$ cat src/rtl/core/box_average_downscaler_unit_defines.svh
// Assertion macros used by the top-level RTL file.
`ifndef BOX_AVERAGE_DOWNSCALER_UNIT_DEFINES_SVH
`define BOX_AVERAGE_DOWNSCALER_UNIT_DEFINES_SVH
`ifndef SYNTH
`define BAD_ASSERT_IMPLIES(label, clk, rst_n, a, c) \
    label: assert property (@(posedge clk) disable iff (!rst_n) (a) |-> (c)) \
        else $error("assertion failed");
`define BAD_ASSERT_NEXT(label, clk, rst_n, a, c) \
    label: assert property (@(posedge clk) disable iff (!rst_n) (a) |=> (c)) \
        else $error("assertion failed");
`else
`define BAD_ASSERT_IMPLIES(label, clk, rst_n, a, c)
`define BAD_ASSERT_NEXT(label, clk, rst_n, a, c)
`endif
`endif

$ cat src/rtl/core/bad_pkg.sv
`default_nettype none
package bad_pkg;
    localparam int MAX_WIDTH = 2048;
    localparam int MAX_HEIGHT = 2048;
    localparam int SIZE_W = 12;
    localparam int COL_W = $clog2(MAX_WIDTH);
    localparam int ROW_W = $clog2(MAX_HEIGHT);
    localparam int SUM_W = 30;
    localparam int PIX_W = 8;
    localparam int CH = 4;
    localparam int AREA_W = 2 * SIZE_W - 1;
    localparam int QBITS = PIX_W;
    localparam int RAM_W = CH * SUM_W;

    typedef logic [CH-1:0][SUM_W-1:0] sum_vec_t;
    typedef logic [CH-1:0][PIX_W-1:0] pix_vec_t;

    typedef enum logic [1:0]
    {
        REG_SOURCE_WIDTH = 2'd0,
        REG_SOURCE_HEIGHT = 2'd1,
        REG_TARGET_WIDTH = 2'd2,
        REG_TARGET_HEIGHT = 2'd3
    } reg_index_t;
endpackage
`default_nettype wire

$ cat src/rtl/core/bad_div.sv
`default_nettype none
module bad_div (
    input  wire logic                       clk,
    input  wire logic                       rst_n,
    input  wire logic                       start,
    input  wire logic [bad_pkg::SIZE_W-1:0] dividend,
    input  wire logic [bad_pkg::SIZE_W-1:0] divisor,
    output logic                            busy,
    output logic      [bad_pkg::SIZE_W-1:0] quotient,
    output logic      [bad_pkg::SIZE_W-1:0] remainder
);
    localparam int CNT_W = $clog2(bad_pkg::SIZE_W);

    logic                       busy_reg;
    logic [CNT_W-1:0]           count_reg;
    logic [bad_pkg::SIZE_W:0]   rem_reg;
    logic [bad_pkg::SIZE_W-1:0] quo_reg;
    logic [bad_pkg::SIZE_W:0]   trial;
    logic                       fits;

    assign trial = {rem_reg[bad_pkg::SIZE_W-1:0], quo_reg[bad_pkg::SIZE_W-1]};
    assign fits = trial >= {1'b0, divisor};

    always_ff @(posedge clk or negedge rst_n)
    begin
        if (!rst_n)
        begin
            busy_reg <= 1'b0;
            count_reg <= '0;
        end
        else if (start)
        begin
            busy_reg <= 1'b1;
            count_reg <= CNT_W'(bad_pkg::SIZE_W - 1);
        end
        else if (busy_reg)
        begin
            count_reg <= count_reg - 1'b1;
            if (count_reg == '0)
            begin
                busy_reg <= 1'b0;
            end
        end
    end

    always_ff @(posedge clk)
    begin
        if (start)
        begin
            rem_reg <= '0;
            quo_reg <= dividend;
        end
        else if (busy_reg)
        begin
            rem_reg <= fits ? trial - {1'b0, divisor} : trial;
            quo_reg <= {quo_reg[bad_pkg::SIZE_W-2:0], fits};
        end
    end

    assign busy = busy_reg;
    assign quotient = quo_reg;
    assign remainder = rem_reg[bad_pkg::SIZE_W-1:0];
endmodule
`default_nettype wire

$ cat config.mk
export PLATFORM = sky130hd
export DESIGN_NAME = bad_div
export DESIGN_NICKNAME = d
export VERILOG_FILES = /design/src/rtl/core/box_average_downscaler_unit_defines.svh /design/src/rtl/core/bad_pkg.sv /design/src/rtl/core/bad_div.sv
export SDC_FILE = /design/constraint.sdc
export NUM_CORES = 1
export LEC_CHECK = 0
export BUFFER_PORTS_ARGS = -buffer_cell sky130_fd_sc_hd__clkbuf_2
export CAP_MARGIN = 20
export CORE_ASPECT_RATIO = 1.2
export CORE_UTILIZATION = 50
export CTS_BUF_LIST = sky130_fd_sc_hd__clkbuf_2 sky130_fd_sc_hd__clkbuf_4 sky130_fd_sc_hd__clkbuf_8
export CTS_CLUSTER_SIZE = 28
export DETAILED_ROUTE_END_ITERATION = 10
export GPL_TIMING_DRIVEN = 0
export PLACE_DENSITY_LB_ADDON = 0.25
export SETUP_SLACK_MARGIN = 0.3
export SYNTH_ARGS = -nofsm -noshare
export SYNTH_HDL_FRONTEND = slang
export SYNTH_SLANG_ARGS = --single-unit
$ cat constraint.sdc
create_clock -name clk -period 2.16 [get_ports clk]
set_input_delay 0.648 -clock clk [delete_from_list [all_inputs] [get_ports clk]]
set_output_delay 0.648 -clock clk [all_outputs]
set_load 0.02 [all_outputs]
==> results.json <==
{
  "synth-seq-cells": 29,
  "final_nets": 346,
  "syn_nets": 252,
  "wl_mm": 6.93,
  "status": "finished, violations left",
  "period_share_pct": 108,
  "swShare_pct": 44.8,
  "max_freq_ghz": 0.429,
  "grt_first_pass_wirelength_mm": 9.43,
  "tightest_slew_ps": 727,
  "drive_above_1_share_pct": 58.8,
  "cts-root-buf": "clkbuf_8",
  "coreArea_sq_mm": 0.00375,
  "drc": 0,
  "p_per_area_mw_per_mm2": 1350,
  "utilization_pct": 85.2,
  "synth_edf_count": 12,
  "ys_types": 50,
  "switchingPower_mw": 1.93,
  "timing.final.max_slew_violations": 0,
  "fin_area_sq_mm": 0.00320,
  "syn_inst": 211,
  "antenna_found_initial": 0,
  "drt-wirelength-per-cell_microns": 19.4,
  "ir_drop_mv": 0.858,
  "track_usage_pct": 30.0,
  "maxCapViolCount": 0,
  "dr.first_iter.drc_count": 118,
  "worst_slew_margin_rel_pct": 51.5,
  "hold_path.class": "input port to asynchronous set/reset pin",
  "worst_path_largest_cell_delay_ps": 420,
  "skew_ps": 2.15,
  "nFillCells": 190,
  "grt_max_degree": 13,
  "crit_path_start": "quotient[11]",
  "end_kind": "register",
  "leakagePower_nw": 1.35,
  "fin_crit_ps": 2330,
  "critical_path.max_fanout": 2,
  "path_class": "register to register",
  "hold_viol_final": 0,
  "antenna_cells": 0,
  "synth.yosys.seq_area_share_pct": 35.9,
  "crit_path_top_delay_cell": "edfxtp_1",
  "crit_arrival_ps": 2450,
  "detailedRoute.firstPassIterationCount": 5,
  "cp-start-kind": "register",
  "routabilityCongestion": 0.829,
  "synth.avg_cell_area_sq_um": 9.59,
  "final_common_cell": "clkbuf_2",
  "cts_hold_buf": 0,
  "p_int_mw": 2.39,
  "grt_setup_unrepaired": "true",
  "crit_required_ps": 2290,
  "clkPwrFrac_pct": 10.3,
  "postRouteAntennaNets": 0,
  "die_y_microns": 71.7,
  "pwr-share-comb_pct": 67.9,
  "path_clk_slew_ps": 60,
  "worstSkewPairLatency_ps": 280,
  "yosys_most_used_dff": "edfxtp_1",
  "finalSetupViolations": 13,
  "dp_hpwl_mm": 3.63,
  "cts_tree": "yes",
  "cts-buffers-inserted": 5,
  "start_util_pct": 53.9,
  "regToRegStartpoint": "quotient[11]",
  "h-tree-depth": 2,
  "grt_pass1_vias": 1970,
  "die_x_microns": 60.1,
  "cts_max_path_buffers": 2,
  "ios": 52,
  "async_flop_share_pct": 17.2,
  "grt_overflow": 0,
  "violations": "negative setup slack",
  "yosysWarnings": 0,
  "synthesis.area_sq_mm": 0.00202,
  "rr_worst_depth": 9,
  "vias": 2144,
  "hold_ws_ps": 171,
  "die_area_sq_mm": 0.00431,
  "final_cell_mix": "clkbuf_2, buf_4, nor2_1",
  "syn2layout_area_growth_pct": 58.0,
  "crit_chain": "inv_2 > ha_4 > fa_2 > nor2b_2 > o21bai_1 > a21o_1 > and4_1 > o31ai_2 > a311oi_2",
  "port-buffer-count": 51,
  "num_rows": 24,
  "layout_setup_ws_ps": -169,
  "cts.sinks": 29,
  "p_seq_share_pct": 21.8,
  "placed_area_sq_mm": 0.00256,
  "rrSetupSlack_ps": -170,
  "vias_per_cell": 5.99
}
-- power by group through the flow --
stage / combinational [mW] / sequential [mW] / clock, mW
after CTS: 2.49 / 0.920 / 0.448
after global routing: 3.07 / 0.958 / 0.468
final: 2.93 / 0.940 / 0.447
after detailed placement: 1.89 / 0.914 / 0
after floorplan: 1.33 / 1.04 / 0
after global placement: 1.84 / 0.914 / 0
-- Yosys cell counts, drive strengths merged (5+ instances only) --
cell type | n | area (sq um)
a21oi | 12 | 63.8
a311oi | 9 | 135
dfrtp | 5 | 125
dfxtp | 12 | 240
edfxtp | 12 | 360
ha | 13 | 163
inv | 19 | 71.3
mux2 | 12 | 135
nand2 | 22 | 87.6
nand2b | 5 | 31.3
nand3 | 7 | 35.0
nor2 | 19 | 71.3
nor2b | 5 | 31.3
o21ai | 7 | 38.8
-- critical path: cells and delay by family (launching register included) --
family | cells | cell delay (ps)
adder cells (fa/ha/maj) | 2 | 540
AO/OA/AOI/OAI | 4 | 750
AND/OR/NAND/NOR | 2 | 380
flip-flops | 1 | 420
buffers and inverters | 1 | 80
-- cells by family (layout without fill, tap and decap cells) --
logic type | count (synthesis) | count (layout) | synth area share [%]
AOI/OAI and AO/OA | 50 | 50 | 22.2
DFF | 29 | 29 | 35.9
muxes | 13 | 13 | 7.17
buffers and inverters | 26 | 120 | 5.19
xor gates and xnor gates | 7 | 7 | 3.03
adders and majority gates | 14 | 14 | 9.03
and+or+nand+nor | 72 | 73 | 17.5
-- area by class of cell --
type	instances	area, sq um	area share, %
plain buffers	7	37.5	1.17
clock buffers	6	76.3	2.39
clock inverters	2	10.0	0.313
inverters	19	88.8	2.78
multi-input cells	157	1580	49.5
flip-flops and latches	29	729	22.8
well taps	52	65.1	2.04
repair buffers	86	606	18.9
-- routing by layer --
| layer | global-route usage [%] | routed length, microns |
|---|---|---|
| met5 | 0 | 0 |
| met1 | 34.0 | 2610 |
| met4 | 21.4 | 314 |
| met2 | 49.3 | 3520 |
| met3 | 5.60 | 481 |
-- worst paths after layout --
check | to
worst min-delay path | count_reg[0]
worst min register to register | count_reg[3]
min in group clk | count_reg[3]
worst max register to register | rem_reg[10]
worst max-delay path | rem_reg[10]
max in group asynchronous | count_reg[1]
-- metrics by stage --
stage / power (mW) / TNS [ps] / cells / setup WS [ps]
after floorplan: 2.36 / -589 / 211 / -161
after global placement: 2.75 / -4450 / 314 / -429
after detailed placement: 2.81 / -5060 / 314 / -449
after CTS: 3.85 / -86.5 / 347 / -79.6
after global routing: 4.50 / -2010 / 358 / -242
final: 4.32 / -1160 / 358 / -169
-- timing repair --
| action | in CTS | in global routing |
|---|---|---|
| endpoints found under the setup margin | 13 | 13 |
| pin swaps | 25 | 21 |
| buffers inserted | 23 | 11 |
| resized for setup | 32 | 18 |
| gates cloned | 2 | 0 |
Note: power is estimated with default switching activity, not from simulation.
