<file path="config.mk">
export PLATFORM = sky130hd
export DESIGN_NAME = bad_ram
export DESIGN_NICKNAME = d
export VERILOG_FILES = /design/src/rtl/core/box_average_downscaler_unit_defines.svh /design/src/rtl/core/bad_ram.sv
export SDC_FILE = /design/constraint.sdc
export NUM_CORES = 1
export LEC_CHECK = 0
export ABC_CLOCK_PERIOD_IN_PS = 2600
export BUFFER_PORTS_ARGS = -buffer_cell sky130_fd_sc_hd__buf_2
export CORE_MARGIN = 4
export CORE_UTILIZATION = 54
export CTS_BUF_LIST = sky130_fd_sc_hd__clkbuf_4
export DETAILED_ROUTE_END_ITERATION = 7
export HOLD_SLACK_MARGIN = 0.12
export PLACE_DENSITY = 0.8
export SLEW_MARGIN = 20
export SYNTH_ARGS = -nofsm -noshare
export SYNTH_HDL_FRONTEND = slang
export SYNTH_SLANG_ARGS = --single-unit
</file>
<file path="constraint.sdc">
create_clock -name clk -period 2.6 [get_ports clk]
set_input_delay 0.65 -clock clk [delete_from_list [all_inputs] [get_ports clk]]
set_output_delay 0.65 -clock clk [all_outputs]
set_load 0.01 [all_outputs]
</file>
<file path="src/rtl/core/box_average_downscaler_unit_defines.svh">
// Assertion macros used by the top-level RTL file.
`ifndef BOX_AVERAGE_DOWNSCALER_UNIT_DEFINES_SVH
`define BOX_AVERAGE_DOWNSCALER_UNIT_DEFINES_SVH
`ifndef SYNTH
`define BAD_ASSERT_IMPLIES(label, clk, rst_n, a, c) \
    label: assert property (@(posedge clk) disable iff (!rst_n) (a) |-> (c)) \
        else $error("assertion failed");
`define BAD_ASSERT_NEXT(label, clk, rst_n, a, c) \
    label: assert property (@(posedge clk) disable iff (!rst_n) (a) |=> (c)) \
        else $error("assertion failed");
`else
`define BAD_ASSERT_IMPLIES(label, clk, rst_n, a, c)
`define BAD_ASSERT_NEXT(label, clk, rst_n, a, c)
`endif
`endif

</file>
<file path="src/rtl/core/bad_ram.sv">
`default_nettype none
module bad_ram #(
    parameter int WIDTH = 8,
    parameter int DEPTH = 16
) (
    input  wire logic                     clk,
    input  wire logic                     en,
    input  wire logic                     we,
    input  wire logic [$clog2(DEPTH)-1:0] addr,
    input  wire logic [WIDTH-1:0]         wdata,
    output logic      [WIDTH-1:0]         rdata
);
    logic [WIDTH-1:0] mem [DEPTH];

    always_ff @(posedge clk)
    begin
        if (en)
        begin
            if (we)
            begin
                mem[addr] <= wdata;
            end
            rdata <= mem[addr];
        end
    end
endmodule
`default_nettype wire

</file>
==> run summary <==
The run finished with clean final reports. The kind of end point of the critical path is a flop. In this run the critical register-to-register path is launched from mem[3][1]$_DFFE_PP_. In this run switching power makes up between 10% and 20% of total power. Synthesis inferred about 140 register bits. The overall routed net length is approximately 9900 um. The global-route track usage on met1 is a little over a quarter. The half-perimeter wire length of the detailed placement result is roughly 6100 um.

The leakage power figure came out at about 2 nW. The power share of the clock group came out at between 30% and 40%. The slowest stage of the critical path belongs to the cell sky130_fd_sc_hd__mux4_1. For this run, the post-layout net count is roughly 300. During synthesis, Yosys emitted a total of 0 warnings.

The total internal power came out at approximately 3.5 mW. The total inserted antenna cells is 0. The number of cells in the finished layout apart from fillers came out at 423. At the end of routability-driven placement, the weighted congestion stood at 0.772.

The final-report setup violation count is 0. The mean instance size in the synthesized netlist came out at ~22 um^2. The number of nets in the synthesized netlist is around 250.

The die is between 100 and 150 um wide. The count of port buffers added during placement came out at 22. The core region is about 0.0093 mm^2. The end of the worst hold path is mem[5][5]$_DFFE_PP_. The dominant register cell in the synthesized netlist is sky130_fd_sc_hd__edfxtp_1. Once layout is done, the placed cells without fillers occupy 0.00596 mm^2. The path class of the tightest hold or removal check is in2reg. The max capacitance violation total came out at 0. Of the post-synthesis cell area, the dominant cell type holds 78.1%. The number of synthesized flops with an enable pin came out at between 100 and 150. The startpoint identified for the worst hold timing path is wdata[5]. The buffer levels on the longest clock path came out at 2. The total clock buffers created by CTS is 17. Fill cells in the final layout number 583. The average wire per standard cell is 23.4 um. The post-route netlist has ~30% of its cells at a drive strength greater than 1.

In the global route stage, met3 resource usage came out at roughly 4.9%. 23 I/O pins were placed. The cell sitting at the root of the clock tree is a sky130_fd_sc_hd__clkbuf_4. The number of stages on the worst hold path came out at 1. The number of different library cells used by synthesis comes to 18. The H-tree level count is 4. The signal on the critical path passes through buf_2 -> buf_12 -> mux4_1 -> a22oi_1 -> nand2_1. Once placement finished, the instance area stood at ~0.0056 mm^2. The highest cell delay on the worst timing path came out at approximately 0.66 ns. The maximum number of pins on one net before global-route repair came out at 33.

The number of hold-repair buffers added at the cts stage is 0. Global routing finished with a remaining overflow of 0. The global-route wire length before repair came out at 15400 um. The count of unresolved DRC violations after routing is 0.

The peak clock frequency supported by timing came out at around 0.56 GHz. The synthesized instance count is between 200 and 250. The number of cells on the worst reg-to-reg path is 3.

The initial antenna violation count is 0. The clock sink total is between 100 and 150. By startpoint and endpoint, the worst setup path is classified as in2reg.

The critical path data required time came out at 2.85 ns. The setup TNS after final layout came out at 0 ns. The endpoint of the worst register-to-register path is rdata[1]$_DFFE_PP_.

The most used routing layer is met2. For flop-to-flop paths, the worst setup slack is 1.03 ns. Setup repair after global routing left no endpoint under its margin.

TritonCTS built the clock tree. For this design the ratio of total power to cell area is roughly 730 mW/mm^2. The clock arrives with approximately 0.016 ns of skew. The count of nets left with antenna violations once routing finished came out at 0.

The worst setup path is launched from an input pin. The final total power is ~4.3 mW. Across all layers, the routed design uses approximately 2500 vias.

The number of design-rule violations left by the first detailed-router iteration is ~250. The total global-route track usage came out at 19.1%. The worst pin sits at a relative slew slack of 58.3%.

Yosys attributes the largest share of cell area to sky130_fd_sc_hd__edfxtp_1, sky130_fd_sc_hd__mux4_1, sky130_fd_sc_hd__mux4_2, sky130_fd_sc_hd__a22oi_1, sky130_fd_sc_hd__nor2_1. The maximum vdd ir drop is 0.302 mV. The share of total power in sequential cells is between 50% and 60%.

In the routed layout, each cell is associated on average with a via count of 5.89. The share of synthesized registers carrying an async set or reset is 0%. The via count of the first global-routing pass came out at 2562. The synthesized design spends more area on one cell type than any other, namely sky130_fd_sc_hd__edfxtp_1. The data arrival time of the critical path came out at 2.05 ns. The commonest cells after synthesis are sky130_fd_sc_hd__edfxtp_1, sky130_fd_sc_hd__a22oi_1, sky130_fd_sc_hd__mux4_1, sky130_fd_sc_hd__mux4_2, sky130_fd_sc_hd__nor2_1.

The die height came out at 106 um. For the pin with the worst max-slew slack, the measured transition is between 0.6 and 0.7 ns. The most common cell in the synthesized netlist is sky130_fd_sc_hd__edfxtp_1. Of the available clock period, the critical path in the final layout requires 69.3%. Combinational cells account for under 10% of the total power.

The number of iterations in the first detailed-routing pass came out at 4. The clock-pin slew reported for the worst setup and hold paths after clock tree synthesis is roughly 0.11 ns. The total standard cell area after synthesis came out at roughly 0.0052 mm^2. The switching power is between 0.8 and 0.9 mW. The total placed cells including tap cells is between 300 and 400. The area added between synthesis and finish came out at 14.0%.

The number of instances resized during post-cts repair is 0. The floorplan step defined a die boundary enclosing roughly 0.011 mm^2. The number of endpoints with negative hold slack in the final report came to 0.

The maximum net fanout on the critical path is 32. The global-route met2 utilization came out at just over 30%. The starting density of the core is around 56%.

The floorplan row count came out at 35. The clock period could shrink to 1.80 ns. The number of max-slew violations in the final report came out at 0. Post-CTS timing repair inserted 0 buffers for setup. The portion of the post-synthesis area used by sequential elements came out at between 70 and 80%. The insertion delay to the later sink of the worst-skew pair is about 0.5 ns.
==> power by group through the flow <==
| stage | sequential (mW) | clock, mW | combinational [mW] |
|---|---|---|---|
| 6_report | 2.45 | 1.67 | 0.218 |
| 4_1_cts | 2.46 | 1.70 | 0.220 |
| 2_1_floorplan | 2.51 | 0 | 0.115 |
| 5_1_grt | 2.46 | 1.83 | 0.234 |
| 3_5_place_dp | 2.51 | 0 | 0.218 |
| 3_3_place_gp | 2.50 | 0 | 0.211 |
==> through the flow <==
step | setup WS, ns | utilization, % | hold slack, ns
floorplan | 0.228 | - | 0.710
global placement | 0.300 | 60.0 | 0.727
detailed placement | 0.224 | 60.0 | 0.737
CTS | 0.785 | 63.9 | 0.512
global route | 0.780 | 63.9 | 0.494
finish | 0.799 | 63.9 | 0.541
==> flip-flops by register name, summed over array words and instances, names as in the netlist <==
| name | cells |
|---|---|
| mem | 128 |
| rdata | 8 |
==> how the worst max path moves through the flow <==
stage          slack (ns)                  end  cells past startpoint    start
6_report             0.80   rdata[1]$_DFFE_PP_                      5  addr[0]
3_5_place_dp         0.22   rdata[3]$_DFFE_PP_                      6  addr[0]
4_1_cts              0.78   rdata[3]$_DFFE_PP_                      6  addr[0]
3_3_place_gp         0.30   rdata[7]$_DFFE_PP_                      6  addr[0]
2_1_floorplan        0.23  mem[0][0]$_DFFE_PP_                      4  addr[0]
5_1_grt              0.78   rdata[3]$_DFFE_PP_                      6  addr[0]
==> cells in the final DEF (no fill, tap or decap) <==
master / count
sky130_fd_sc_hd__buf_2: 22
sky130_fd_sc_hd__nor2_1: 13
sky130_fd_sc_hd__nand4b_1: 2
sky130_fd_sc_hd__clkbuf_4: 18
sky130_fd_sc_hd__clkinv_2: 2
sky130_fd_sc_hd__clkinv_1: 3
sky130_fd_sc_hd__bufinv_16: 6
sky130_fd_sc_hd__inv_6: 1
sky130_fd_sc_hd__buf_12: 2
sky130_fd_sc_hd__or3_1: 1
sky130_fd_sc_hd__nor2b_1: 2
sky130_fd_sc_hd__nand2b_1: 2
sky130_fd_sc_hd__clkinv_4: 2
sky130_fd_sc_hd__edfxtp_1: 136
sky130_fd_sc_hd__mux4_2: 16
sky130_fd_sc_hd__nand2_1: 10
sky130_fd_sc_hd__and2_1: 1
sky130_fd_sc_hd__mux4_1: 16
sky130_fd_sc_hd__a22oi_1: 16
sky130_fd_sc_hd__nand4_1: 1
sky130_fd_sc_hd__nor3_1: 4
sky130_fd_sc_hd__buf_4: 18
==> cell type report <==
type	count	area (um^2)	area share, %
Tap cell	129	161	2.71
Clock inverter	14	228	3.82
Clock buffer	18	135	2.27
Multi-Input combinational cell	84	1070	17.9
Timing Repair Buffer	42	285	4.78
Sequential cell	136	4080	68.5
==> kinds of logic after synthesis <==
family	after synthesis	synth area share, %
AOI/OAI and AO/OA	16	2.30
muxes	32	14.9
DFF	136	78.1
buffers and inverters	13	1.51
and+or+nand+nor	36	3.21
==> routing by layer <==
layer  vias up  part of all wire (%)
li1       1097                     -
met1      1247                    39
met2       136                    52
met3        13                   8.4
met4         0                   1.3
met5         -                     0
==> worst max-delay path: cells and delay by family <==
| kind | cells | cell delay, ns |
|---|---|---|
| simple gates | 1 | 0.09 |
| compound gates | 1 | 0.30 |
| mux | 1 | 0.66 |
| buf+inv | 2 | 0.33 |
(Power assumes the default switching activity.)
