`src/rtl/core/box_average_downscaler_unit_defines.svh`:
```
// Assertion macros used by the top-level RTL file.
`ifndef BOX_AVERAGE_DOWNSCALER_UNIT_DEFINES_SVH
`define BOX_AVERAGE_DOWNSCALER_UNIT_DEFINES_SVH
`ifndef SYNTH
`define BAD_ASSERT_IMPLIES(label, clk, rst_n, a, c) \
    label: assert property (@(posedge clk) disable iff (!rst_n) (a) |-> (c)) \
        else $error("assertion failed");
`define BAD_ASSERT_NEXT(label, clk, rst_n, a, c) \
    label: assert property (@(posedge clk) disable iff (!rst_n) (a) |=> (c)) \
        else $error("assertion failed");
`else
`define BAD_ASSERT_IMPLIES(label, clk, rst_n, a, c)
`define BAD_ASSERT_NEXT(label, clk, rst_n, a, c)
`endif
`endif

```
`src/rtl/core/bad_pkg.sv`:
```
`default_nettype none
package bad_pkg;
    localparam int MAX_WIDTH = 2048;
    localparam int MAX_HEIGHT = 2048;
    localparam int SIZE_W = 12;
    localparam int COL_W = $clog2(MAX_WIDTH);
    localparam int ROW_W = $clog2(MAX_HEIGHT);
    localparam int SUM_W = 30;
    localparam int PIX_W = 8;
    localparam int CH = 4;
    localparam int AREA_W = 2 * SIZE_W - 1;
    localparam int QBITS = PIX_W;
    localparam int RAM_W = CH * SUM_W;

    typedef logic [CH-1:0][SUM_W-1:0] sum_vec_t;
    typedef logic [CH-1:0][PIX_W-1:0] pix_vec_t;

    typedef enum logic [1:0]
    {
        REG_SOURCE_WIDTH = 2'd0,
        REG_SOURCE_HEIGHT = 2'd1,
        REG_TARGET_WIDTH = 2'd2,
        REG_TARGET_HEIGHT = 2'd3
    } reg_index_t;
endpackage
`default_nettype wire

```
`src/rtl/core/bad_avg.sv`:
```
`default_nettype none
module bad_avg (
    input  wire logic                       clk,
    input  wire logic                       rst_n,
    input  wire logic                       start,
    input  wire bad_pkg::sum_vec_t          sums,
    input  wire logic [bad_pkg::AREA_W-1:0] area,
    output logic                            done,
    output bad_pkg::pix_vec_t               quotients
);
    localparam int CNT_W = $clog2(bad_pkg::QBITS);

    logic                      busy_reg;
    logic                      done_reg;
    logic [CNT_W-1:0]          count_reg;
    bad_pkg::sum_vec_t         rem_reg;
    logic [bad_pkg::SUM_W-1:0] dsh_reg;
    bad_pkg::pix_vec_t         quo_reg;

    always_ff @(posedge clk or negedge rst_n)
    begin
        if (!rst_n)
        begin
            busy_reg <= 1'b0;
            done_reg <= 1'b0;
            count_reg <= '0;
        end
        else
        begin
            done_reg <= 1'b0;
            if (start)
            begin
                busy_reg <= 1'b1;
                count_reg <= CNT_W'(bad_pkg::QBITS - 1);
            end
            else if (busy_reg)
            begin
                count_reg <= count_reg - 1'b1;
                if (count_reg == '0)
                begin
                    busy_reg <= 1'b0;
                    done_reg <= 1'b1;
                end
            end
        end
    end

    always_ff @(posedge clk)
    begin
        if (start)
        begin
            rem_reg <= sums;
            dsh_reg <= bad_pkg::SUM_W'({area, (bad_pkg::QBITS - 1)'(0)});
        end
        else if (busy_reg)
        begin
            dsh_reg <= dsh_reg >> 1;
            for (int c = 0; c < bad_pkg::CH; c++)
            begin
                if (rem_reg[c] >= dsh_reg)
                begin
                    rem_reg[c] <= rem_reg[c] - dsh_reg;
                    quo_reg[c] <= {quo_reg[c][bad_pkg::QBITS-2:0], 1'b1};
                end
                else
                begin
                    quo_reg[c] <= {quo_reg[c][bad_pkg::QBITS-2:0], 1'b0};
                end
            end
        end
    end

    assign done = done_reg;
    assign quotients = quo_reg;
endmodule
`default_nettype wire

```
`config.mk`:
```
export PLATFORM = sky130hd
export DESIGN_NAME = bad_avg
export DESIGN_NICKNAME = d
export VERILOG_FILES = /design/src/rtl/core/box_average_downscaler_unit_defines.svh /design/src/rtl/core/bad_pkg.sv /design/src/rtl/core/bad_avg.sv
export SDC_FILE = /design/constraint.sdc
export NUM_CORES = 1
export LEC_CHECK = 0
export BUFFER_PORTS_ARGS = -buffer_cell sky130_fd_sc_hd__buf_2
export CAP_MARGIN = 20
export CELL_PAD_IN_SITES_DETAIL_PLACEMENT = 1
export CELL_PAD_IN_SITES_GLOBAL_PLACEMENT = 1
export CORE_MARGIN = 2
export CORE_UTILIZATION = 45
export CTS_CLUSTER_DIAMETER = 60
export DETAILED_ROUTE_END_ITERATION = 12
export PLACE_DENSITY = 0.89
export SLEW_MARGIN = 20
export SYNTH_ARGS = -nofsm -noshare
export SYNTH_HDL_FRONTEND = slang
export SYNTH_SLANG_ARGS = --single-unit
```
`constraint.sdc`:
```
create_clock -name clk -period 12.6 [get_ports clk]
set_clock_uncertainty 0.05 [all_clocks]
set_input_delay 1.26 -clock clk [delete_from_list [all_inputs] [get_ports clk]]
set_output_delay 1.26 -clock clk [all_outputs]
set_load 0.005 [all_outputs]
```
==> key figures, run 1 <==
Yosys
  – Top cell type's share of synthesized area: 37.85%
  – Synth Area in Compound Gates: 24.36%
  – Post-synth top cells: nand2_1 (214), edfxtp_1 (175), o21ai_0 (155)
  – Yosys top cell by area: edfxtp_1
  – XOR/XNOR Fraction of Synth Area: 5.110%
  – Top cells by area, synth: edfxtp_1 (38%), ha_1 (11%), nand2_1 (5.8%)
  – Synth Area in Simple Gates: 14.24%
  – Adder-cell share of the synthesized area: 11.57%
  – Number of library cell types mapped by synthesis: 74
  – Register bit total from synthesis: 187
  – Post-synthesis mux area share: 1.352%
  – Top FF cell, synth: edfxtp_1
  – Post-synth EDFFs: 175
  – Largest family of logic cells by synthesized area: compound AO/OA/AOI/OAI gates
  – Asr flop ratio synth: 2.674%
  – Syn Inst Count: 1,513
  – Mapped Area: 0.01388 mm²
  – Seq/Total Area, Yosys: 39.77%
  – Syn avg cell area: 9.175 µm²
  – Yosys Warn Count: 0
  – Syn nets: 1,785
  – Count leader, synth: nand2_1

Floorplan
  – Rows: 64
  – Full die area: 0.03227 mm²
  – Ports: 179
  – Die Y: 179.6 µm
  – Die width: 179.6 µm
  – Std-Cell Core Area: 0.03051 mm²
  – Starting density of the core: 45.50%

Place
  – RePlAce Congestion: 0.9487
  – Post-DP HPWL: 35.46 mm
  – Number of port buffers: 178

Drt
  – DRT Pass-1 Iters: 7
  – Drt drc: 0
  – Via/cell ratio: 6.179
  – Routed Antenna Nets: 0
  – WL/cell: 22.84 µm
  – Via count: 12,810
  – WL final: 47.35 mm
  – DRT iter0 DRCs: 1,125

Hold path
  – Hold path depth: 0
  – Sink of the worst hold path: quotients[22]$_DFFE_PP_
  – HP Class: flop to flop
  – Min-delay src: quotients[21]$_DFFE_PP_

GRT
  – Number of global-route vias before repair: 13,410
  – GRT Total Usage: 29.12%
  – Largest net degree at the start of global routing: 113
  – Grt total ovfl: 0
  – First-pass GRT wire length: 74.06 mm
  – Antenna violations before repair: 2

Timing
  – Max Clk Rate: 240.2 MHz
  – Final critical-path required period: 4163 ps
  – TNS Setup: 0 ps
  – RSZ-0062 raised after global routing: no
  – Relative slew slack: 31.68%
  – Tcrit/Tclk final: 33.04%
  – Worst slew pin tran: 1025 ps
  – Max Slew Vio Count: 0
  – Final Hold Viols: 0
  – Final setup violating endpoints: 0

Worst setup path
  – R2R cell count: 12
  – R2r setup slk: 8440 ps
  – Critical Path AT: 4300 ps
  – R2r endpoint: rem_reg[46]$_DFFE_PP_
  – Worst R2R Start: dsh_reg[0]$_SDFFE_PP0P_
  – Crit end category: flop
  – CP peak stage delay: 450 ps
  – Delay-heaviest family, CP: compound AO/OA/AOI/OAI gates
  – Crit Path Class: flop to flop
  – Startpoint types: flop
  – Critical path, cell by cell: ha_1 > inv_1 > fa_1 > a21o_1 > a221o_1 > a211oi_2 > nor2_1 > a311o_1 > and2_4 > a221o_1 > a31o_1 > buf_4
  – Top cell by count, worst path: a221o_1
  – CP max FO: 24
  – CP Buf/Inv Count: 2
  – WP data required: 12,740 ps
  – CP max-delay cell: dfxtp_1

CTS
  – CTS Hold Bufs: 0
  – Num Clock Sinks: 187
  – CTS max path bufs: 2
  – CTS tree: done
  – Postcts setup bufs: 0
  – Clock transition at the registers of the reported paths: 80 ps
  – CTS buffer count: 17
  – Skew-Pair Late Insertion Delay: 470 ps
  – Deepest level of the CTS H-tree: 4
  – Resized cells post-CTS: 0
  – Clock root buffer master: clkbuf_16

Cells and area
  – Layout area overhead: 13.35%
  – Post-layout util: 51.57%
  – Max FFs per register: 120
  – Share of cells above drive strength 1: 14.38%
  – Nets: 1,935

Pwr
  – Maximum vdd drop: 0.1333 mV
  – Leakage power: 6.746 nW
  – Pwr Density: 266.2 mW/mm²

Status
  – Status: finished clean

Job
  – Total of max-cap violations: 0
[metrics by stage]
step / area [µm²] / total power [mW] / setup slack [ps] / hold WS, ps / instances
after global placement: 15140 / 3.426 / 8717 / 373.0 / 2039
after floorplan: 13880 / 2.900 / 8174 / 402.1 / 1513
after CTS: 15710 / 4.145 / 8475 / 397.4 / 2071
after detailed placement: 15140 / 3.561 / 8588 / 380.0 / 2039
after global routing: 15740 / 4.480 / 8343 / 405.6 / 2073
final: 15740 / 4.189 / 8437 / 395.9 / 2073
[final cells by class]
| class | instances | area (µm²) |
|---|---|---|
| antenna | 1 | 2.502 |
| clock buffer | 17 | 425.4 |
| clock inverter | 15 | 145.1 |
| fill | 3603 | 14770 |
| inverter | 77 | 289.0 |
| multi-input combinational | 1193 | 7878 |
| sequential | 187 | 5520 |
| tap | 396 | 495.5 |
| timing repair buffer | 187 | 979.7 |
[per-layer routing]
metal | vias up | track usage, % | part of all wire, %
met5 | - | 0 | 0.027
met4 | 2 | 15.41 | 5.3
met3 | 137 | 4.822 | 5.8
met2 | 468 | 48.17 | 47
met1 | 6273 | 36.59 | 42
li1 | 5930 | - | -
[placed cells by master, fill, tap and decap left out, types with 25 or more instances in the layout]
| cell type | Yosys | final |
|---|---|---|
| inv_1 | 77 | 77 |
| o31ai_1 | 25 | 25 |
| nand2_1 | 214 | 214 |
| nor2_1 | 84 | 84 |
| ha_1 | 122 | 122 |
| buf_2 | 0 | 177 |
| edfxtp_1 | 175 | 175 |
| a21o_1 | 59 | 59 |
| a21oi_1 | 123 | 123 |
| xor2_1 | 35 | 35 |
| xnor2_1 | 46 | 46 |
| o21ai_0 | 155 | 155 |
[worst register-to-register path: stages, from the launching register on]
cell and delay (ps):
dfxtp_1 450, ha_1 260, inv_1 70, fa_1 410, a21o_1 220, a221o_1 390, a211oi_2 280, nor2_1 140
a311o_1 370, and2_4 160, a221o_1 370, a31o_1 390, buf_4 330
[cells by family after synthesis]
family                     count (synthesis)
buffers and inverters                    133
AOI/OAI and AO/OA                        529
DFF                                      187
and+or+nand+nor                          439
xor gates and xnor gates                  81
adders and majority gates                126
muxes                                     18
[power by group]
group / total [mW] / internal, mW / leakage [nW] / switching [mW]
Combinational: 2.52 / 0.974 / 4.55 / 1.55
Sequential: 1.12 / 1.02 / 1.91 / 0.105
Clock: 0.547 / 0.264 / 0.283 / 0.283
Total: 4.19 / 2.25 / 6.75 / 1.94
[worst max path at each step]
| stage | slack (ps) | cells past startpoint | endpoint | startpoint |
|---|---|---|---|---|
| after detailed placement | 8590 | 12 | rem_reg[47]$_DFFE_PP_ | dsh_reg[0]$_SDFFE_PP0P_ |
| after CTS | 8480 | 12 | rem_reg[43]$_DFFE_PP_ | dsh_reg[0]$_SDFFE_PP0P_ |
| after global placement | 8720 | 12 | rem_reg[45]$_DFFE_PP_ | dsh_reg[0]$_SDFFE_PP0P_ |
| after global routing | 8340 | 12 | rem_reg[39]$_DFFE_PP_ | dsh_reg[0]$_SDFFE_PP0P_ |
| final | 8440 | 12 | rem_reg[46]$_DFFE_PP_ | dsh_reg[0]$_SDFFE_PP0P_ |
| after floorplan | 8170 | 5 | rem_reg[60]$_DFFE_PP_ | start |
Note: power is estimated with default switching activity, not from simulation.
==> run 2: changes to the inputs <==
clock period = 4.2 ns   (was 12.6 ns; I/O delays follow)
==> run 2 against run 1 <==
Effect of this change: critical path depth did not move; register-to-register slack got worse by 8100 ps; wire length is 0.28% higher; sequential power grew to 3.0 times the previous value; global-route usage fell by 0.31 points; sequential share of layout area is 0.27 points lower; setup slack worse by 8100 ps; die area did not move; critical path type unchanged; largest cell class unchanged; largest power group unchanged; highest routed layer is now met4.
==> key figures, run 2 (synthesized netlist as in run 1, its figures left out) <==
Status
  – Status: finished clean

Floorplan
  – Std-Cell Core Area: 0.03051 mm²
  – Ports: 179
  – Full die area: 0.03227 mm²
  – Die width: 179.6 µm
  – Starting density of the core: 45.50%
  – Rows: 64
  – Die Y: 179.6 µm

Place
  – Placed inst area: 0.01520 mm²
  – RePlAce Congestion: 0.8921
  – Post-DP HPWL: 34.47 mm
  – Placed instance count: 2,047
  – Number of port buffers: 178
  – Place WS: 375.9 ps

Cells and area
  – Share of cells above drive strength 1: 14.78%
  – Max FFs per register: 120
  – Nets: 1,944
  – Commonest non-fill, non-tap cell in the layout: nand2_1
  – Post-layout util: 51.97%
  – Layout area overhead: 14.21%
  – Most frequent cells in the layout: nand2_1 (214), buf_2 (177), edfxtp_1 (175)
  – Post-route cell area: 0.01586 mm²
  – Final cell count without fillers: 2,083

Worst setup path
  – WP data required: 4350 ps
  – CP peak stage delay: 490 ps
  – CP Buf/Inv Count: 2
  – Critical path, cell by cell: ha_1 > inv_1 > fa_1 > a21o_1 > a221o_1 > a211oi_2 > nor2_1 > a311o_1 > and2_4 > a221o_1 > a31o_1 > buf_4
  – CP max FO: 19
  – CP max-delay cell: dfxtp_1
  – Worst path depth: 12
  – Top cell by count, worst path: a221o_1
  – Crit end category: flop
  – Startpoint types: flop
  – R2R cell count: 12
  – Worst R2R Start: dsh_reg[0]$_SDFFE_PP0P_
  – Crit Path Class: flop to flop
  – Worst setup path start: dsh_reg[0]$_SDFFE_PP0P_
  – Delay-heaviest family, CP: compound AO/OA/AOI/OAI gates
  – R2r setup slk: 290 ps
  – Critical Path AT: 4060 ps

Pwr
  – Total Power: 12.67 mW
  – Seq pwr share: 26.5%
  – Maximum vdd drop: 0.3974 mV
  – Logic gate share of total power: 59.7%
  – Psw: 5.737 mW
  – Leakage power: 6.798 nW
  – Pint: 6.933 mW
  – Clk pwr share: 13.8%
  – Pwr Density: 799.1 mW/mm²
  – Switch share: 45.28%

Timing
  – Worst slew pin tran: 712.6 ps
  – Final setup violating endpoints: 0
  – RSZ-0062 raised after global routing: no
  – Tcrit/Tclk final: 93.14%
  – Setup slack after layout: 288.0 ps
  – Max Slew Vio Count: 0
  – Final critical-path required period: 3912 ps
  – Final Hold Viols: 0
  – Max Clk Rate: 255.6 MHz
  – TNS Setup: 0 ps
  – Relative slew slack: 51.87%
  – Hold Slack: 183.4 ps

GRT
  – Met2 Track Usage GR: 48.78%
  – Largest net degree at the start of global routing: 94
  – First-pass GRT wire length: 73.04 mm
  – GRT Total Usage: 28.81%
  – Number of global-route vias before repair: 13,430
  – Grt met3 use: 4.599%
  – Antenna violations before repair: 2
  – Met1 Use GR: 34.71%
  – Global route hottest layer: met2
  – Grt total ovfl: 0

CTS
  – Num Clock Sinks: 187
  – Clock transition at the registers of the reported paths: 80 ps
  – CTS max path bufs: 2
  – CTS buffer count: 17
  – CTS tree: done
  – Deepest level of the CTS H-tree: 4
  – Clock root buffer master: clkbuf_16
  – Resized cells post-CTS: 0
  – Skew-Pair Late Insertion Delay: 460 ps

Drt
  – DRT iter0 DRCs: 1,047
  – Via count: 12,780
  – Via/cell ratio: 6.137
  – DRT Pass-1 Iters: 8
  – WL/cell: 22.79 µm
  – WL final: 47.48 mm
  – Drt drc: 0
  – Routed Antenna Nets: 0

Hold path
  – HP Class: input pin to flop
  – Hold path depth: 3
  – Min-delay src: sums[24]

Job
  – Total of max-cap violations: 0
## run 2: changes by cell type in the layout (fill, tap and decap cells not counted)
cell and delta:
buf_12 -1, buf_16 +1, buf_4 +8, bufinv_16 +2
clkbuf_8 +2, clkinv_2 -2, clkinv_4 +2, clkinv_8 -1
clkinvlp_4 +2, diode_2 +1, dlygate4sd3_1 +1, inv_6 -1
inv_8 -4
## run 2: layer usage
layer  share of wire (%)  up-vias  routed length, µm
li1                    -     5947                  -
met1                  40     6223              19060
met2                  48      475              22880
met3                 5.8      139               2734
met4                 5.9        0               2799
met5                   0        -                  0
## run 2: worst paths after layout
path	endpoint
max reg2reg	rem_reg[43]$_DFFE_PP_
min	rem_reg[24]$_DFFE_PP_
min reg2reg	quotients[29]$_DFFE_PP_
max in group asynchronous	busy_reg$_DFF_PN0_
min in group asynchronous	count_reg[0]$_DFFE_PN0P_
max	rem_reg[43]$_DFFE_PP_
## run 2: what timing repair did
action / 4_1_cts / 5_1_grt
endpoints found under the setup margin: 0 / 0
hold buffers: 1 / 0
buffers inserted: 0 / 0
hold endpoints to repair: 5 / 0
## run 2: area by class of cell
class / instances / area [µm²]
fillers: 3587 / 14650
multi-input cells: 1193 / 7878
flip-flops and latches: 187 / 5520
repair buffers: 196 / 1057
well taps: 396 / 495.5
clock buffers: 19 / 452.9
inverters: 77 / 289.0
clock inverters: 13 / 157.7
diodes: 2 / 5.005
## run 2: tightest hold or removal path, cell delays in order
cell and delay [ps]:
buf_2 70, nand2_1 40, o21ai_0 50
## run 2: power by group through the flow
| stage | sequential (mW) | combinational (mW) | clock, mW |
|---|---|---|---|
| after floorplan | 3.26 | 5.44 | 0 |
| after global placement | 3.33 | 6.89 | 0 |
| after detailed placement | 3.37 | 7.30 | 0 |
| after CTS | 3.35 | 7.44 | 1.77 |
| after global routing | 3.42 | 8.32 | 1.82 |
| final | 3.35 | 7.57 | 1.75 |
==> run 3: changes to the inputs <==
CORE_UTILIZATION = 30   (was 45)
PLACE_DENSITY = 0.68   (was 0.89)
clock period = 3.25 ns   (was 4.2 ns; I/O delays follow)
==> run 3 against run 2 <==
Effect of this change: the run now ends with setup timing left; highest routed layer is now met5; register-to-register slack got worse by 390 ps; combinational power rose by 59%; sequential share of layout area fell by 4.7 points; global-route usage fell by 7.7 points; via count rose by 1.3%; critical endpoint is now rem_reg[52]$_DFFE_PP_; fmax rose by 17%; count of clock-buffer cells in the layout fell by 2; setup slack got worse by 390 ps; cell area rose by 16%; non-clock buffer count rose by 192; sequential power rose by 30%; wire length rose by 8.3%.
==> key figures, run 3 (synthesized netlist as in run 1, its figures left out) <==
Pwr
  – Total Power: 18.55 mW
  – Maximum vdd drop: 0.4827 mV
  – Pwr Density: 1010 mW/mm²
  – Leakage power: 7.857 nW

Cells and area
  – Share of cells above drive strength 1: 27.71%
  – Post-layout util: 40.40%
  – Commonest non-fill, non-tap cell in the layout: nand2_1
  – Ant. Diodes: 0
  – Post-route cell area: 0.01837 mm²
  – Layout area overhead: 32.35%
  – Max FFs per register: 120
  – Most frequent cells in the layout: nand2_1 (212), buf_4 (183), buf_2 (177)
  – Nets: 2,139

Timing
  – Final Hold Viols: 0
  – Setup slack after layout: -97.97 ps
  – Final critical-path required period: 3348 ps
  – Hold Slack: 53.43 ps
  – Tcrit/Tclk final: 103.0%
  – Worst slew pin tran: 768.4 ps
  – Max Clk Rate: 298.7 MHz
  – Max Slew Vio Count: 0
  – Final setup violating endpoints: 31
  – RSZ-0062 raised after global routing: yes
  – Relative slew slack: 48.66%

Worst setup path
  – CP Buf/Inv Count: 2
  – Critical path, cell by cell: inv_2 > ha_4 > inv_2 > fa_2 > a21o_1 > a221o_1 > a211oi_2 > nor2_2 > a311o_1 > and2_4 > a221o_2 > a31o_4
  – CP max FO: 8
  – Delay-heaviest family, CP: compound AO/OA/AOI/OAI gates
  – CP max-delay cell: a221o_2
  – Critical Path AT: 3550 ps
  – WP data required: 3450 ps
  – Crit Path Class: flop to flop
  – Top cell by count, worst path: inv_2
  – Startpoint types: flop
  – Crit end category: flop
  – R2r setup slk: -100 ps
  – CP peak stage delay: 440 ps

Floorplan
  – Ports: 179
  – Die Y: 219.1 µm
  – Full die area: 0.04801 mm²
  – Starting density of the core: 30.52%
  – Rows: 78
  – Std-Cell Core Area: 0.04548 mm²
  – Die width: 219.1 µm

Drt
  – Via count: 12,950
  – Via/cell ratio: 5.221
  – WL final: 51.41 mm
  – Drt drc: 0
  – DRT Pass-1 Iters: 5
  – WL/cell: 20.73 µm
  – DRT iter0 DRCs: 847
  – Routed Antenna Nets: 0

CTS
  – CTS max path bufs: 2
  – Skew-Pair Late Insertion Delay: 500 ps
  – CTS tree: done
  – Clock transition at the registers of the reported paths: 80 ps
  – Clock root buffer master: clkbuf_16
  – Num Clock Sinks: 187
  – Deepest level of the CTS H-tree: 4
  – CTS buffer count: 17

GRT
  – Largest net degree at the start of global routing: 91
  – Grt total ovfl: 0
  – GRT Total Usage: 21.12%
  – Antenna violations before repair: 1
  – First-pass GRT wire length: 76.87 mm
  – Number of global-route vias before repair: 13,770

Place
  – Place WS: -260.8 ps
  – Placed inst area: 0.01691 mm²
  – Number of port buffers: 178
  – RePlAce Congestion: 0.8801
  – Post-DP HPWL: 38.84 mm

Status
  – Status: complete, but fails checks
  – Failing checks: setup timing

Hold path
  – HP Class: input pin to flop

Job
  – Total of max-cap violations: 0
run 3: changes by cell type in the layout (fill, tap and decap cells not counted), sizes merged:
cell,change
clkbuf,+3
buf,+187
diode,-2
bufinv,-1
clkinv,+1
a31o,+3
clkinvlp,+2
run 3: final cells by class:
class / count / area, µm²
multi-input cells: 1196 / 8392
clock buffers: 17 / 425.4
flip-flops and latches: 187 / 5527
inverters: 77 / 304.0
fillers: 5319 / 27110
repair buffers: 388 / 2803
clock inverters: 15 / 171.4
well taps: 600 / 750.7
run 3: timing repair:
action | 4_1_cts | 5_1_grt
setup buffers | 4 | 22
hold endpoints to repair | 5 | 0
hold buffers | 1 | 0
pin swaps | 14 | 34
gates resized for setup | 14 | 88
setup endpoints to repair | 62 | 147
cloned | 3 | 5
run 3: path summary, 6_finish.rpt:
| check | from | end | cells past startpoint |
|---|---|---|---|
| worst min-delay path | sums[40] | rem_reg[40]$_DFFE_PP_ | 3 |
| min in group asynchronous | rst_n | count_reg[0]$_DFFE_PN0P_ | 2 |
| max in group asynchronous | rst_n | busy_reg$_DFF_PN0_ | 2 |
| worst max register to register | rem_reg[30]$_DFFE_PP_ | rem_reg[52]$_DFFE_PP_ | 12 |
| worst min register to register | quotients[29]$_DFFE_PP_ | quotients[30]$_DFFE_PP_ | 0 |
| worst max-delay path | rem_reg[30]$_DFFE_PP_ | rem_reg[52]$_DFFE_PP_ | 12 |
run 3: worst min-delay path, stage by stage:
cell and delay, ps:
buf_2 80, nand2_1 40, o21ai_0 60
run 3: routing by layer:
metal	GRT usage, %	vias up	wire, µm
met3	4.061	59	1794
met1	26.82	6311	23070
met2	36.07	231	25100
li1	-	6345	-
met4	6.667	2	1432
met5	0	-	11
run 3: where the power goes:
| part | switching, mW | internal, mW |
|---|---|---|
| clock | 1.14 | 1.10 |
| sequential | 0.406 | 3.93 |
| combinational | 6.45 | 5.52 |
| total | 8.00 | 10.5 |
run 3: stage by stage:
step / setup TNS [ps] / std cells
floorplan: -1021 / 1513
global placement: -5940 / 2413
finish: -2743 / 2480
global route: -7808 / 2480
CTS: -5007 / 2453
detailed placement: -9003 / 2413
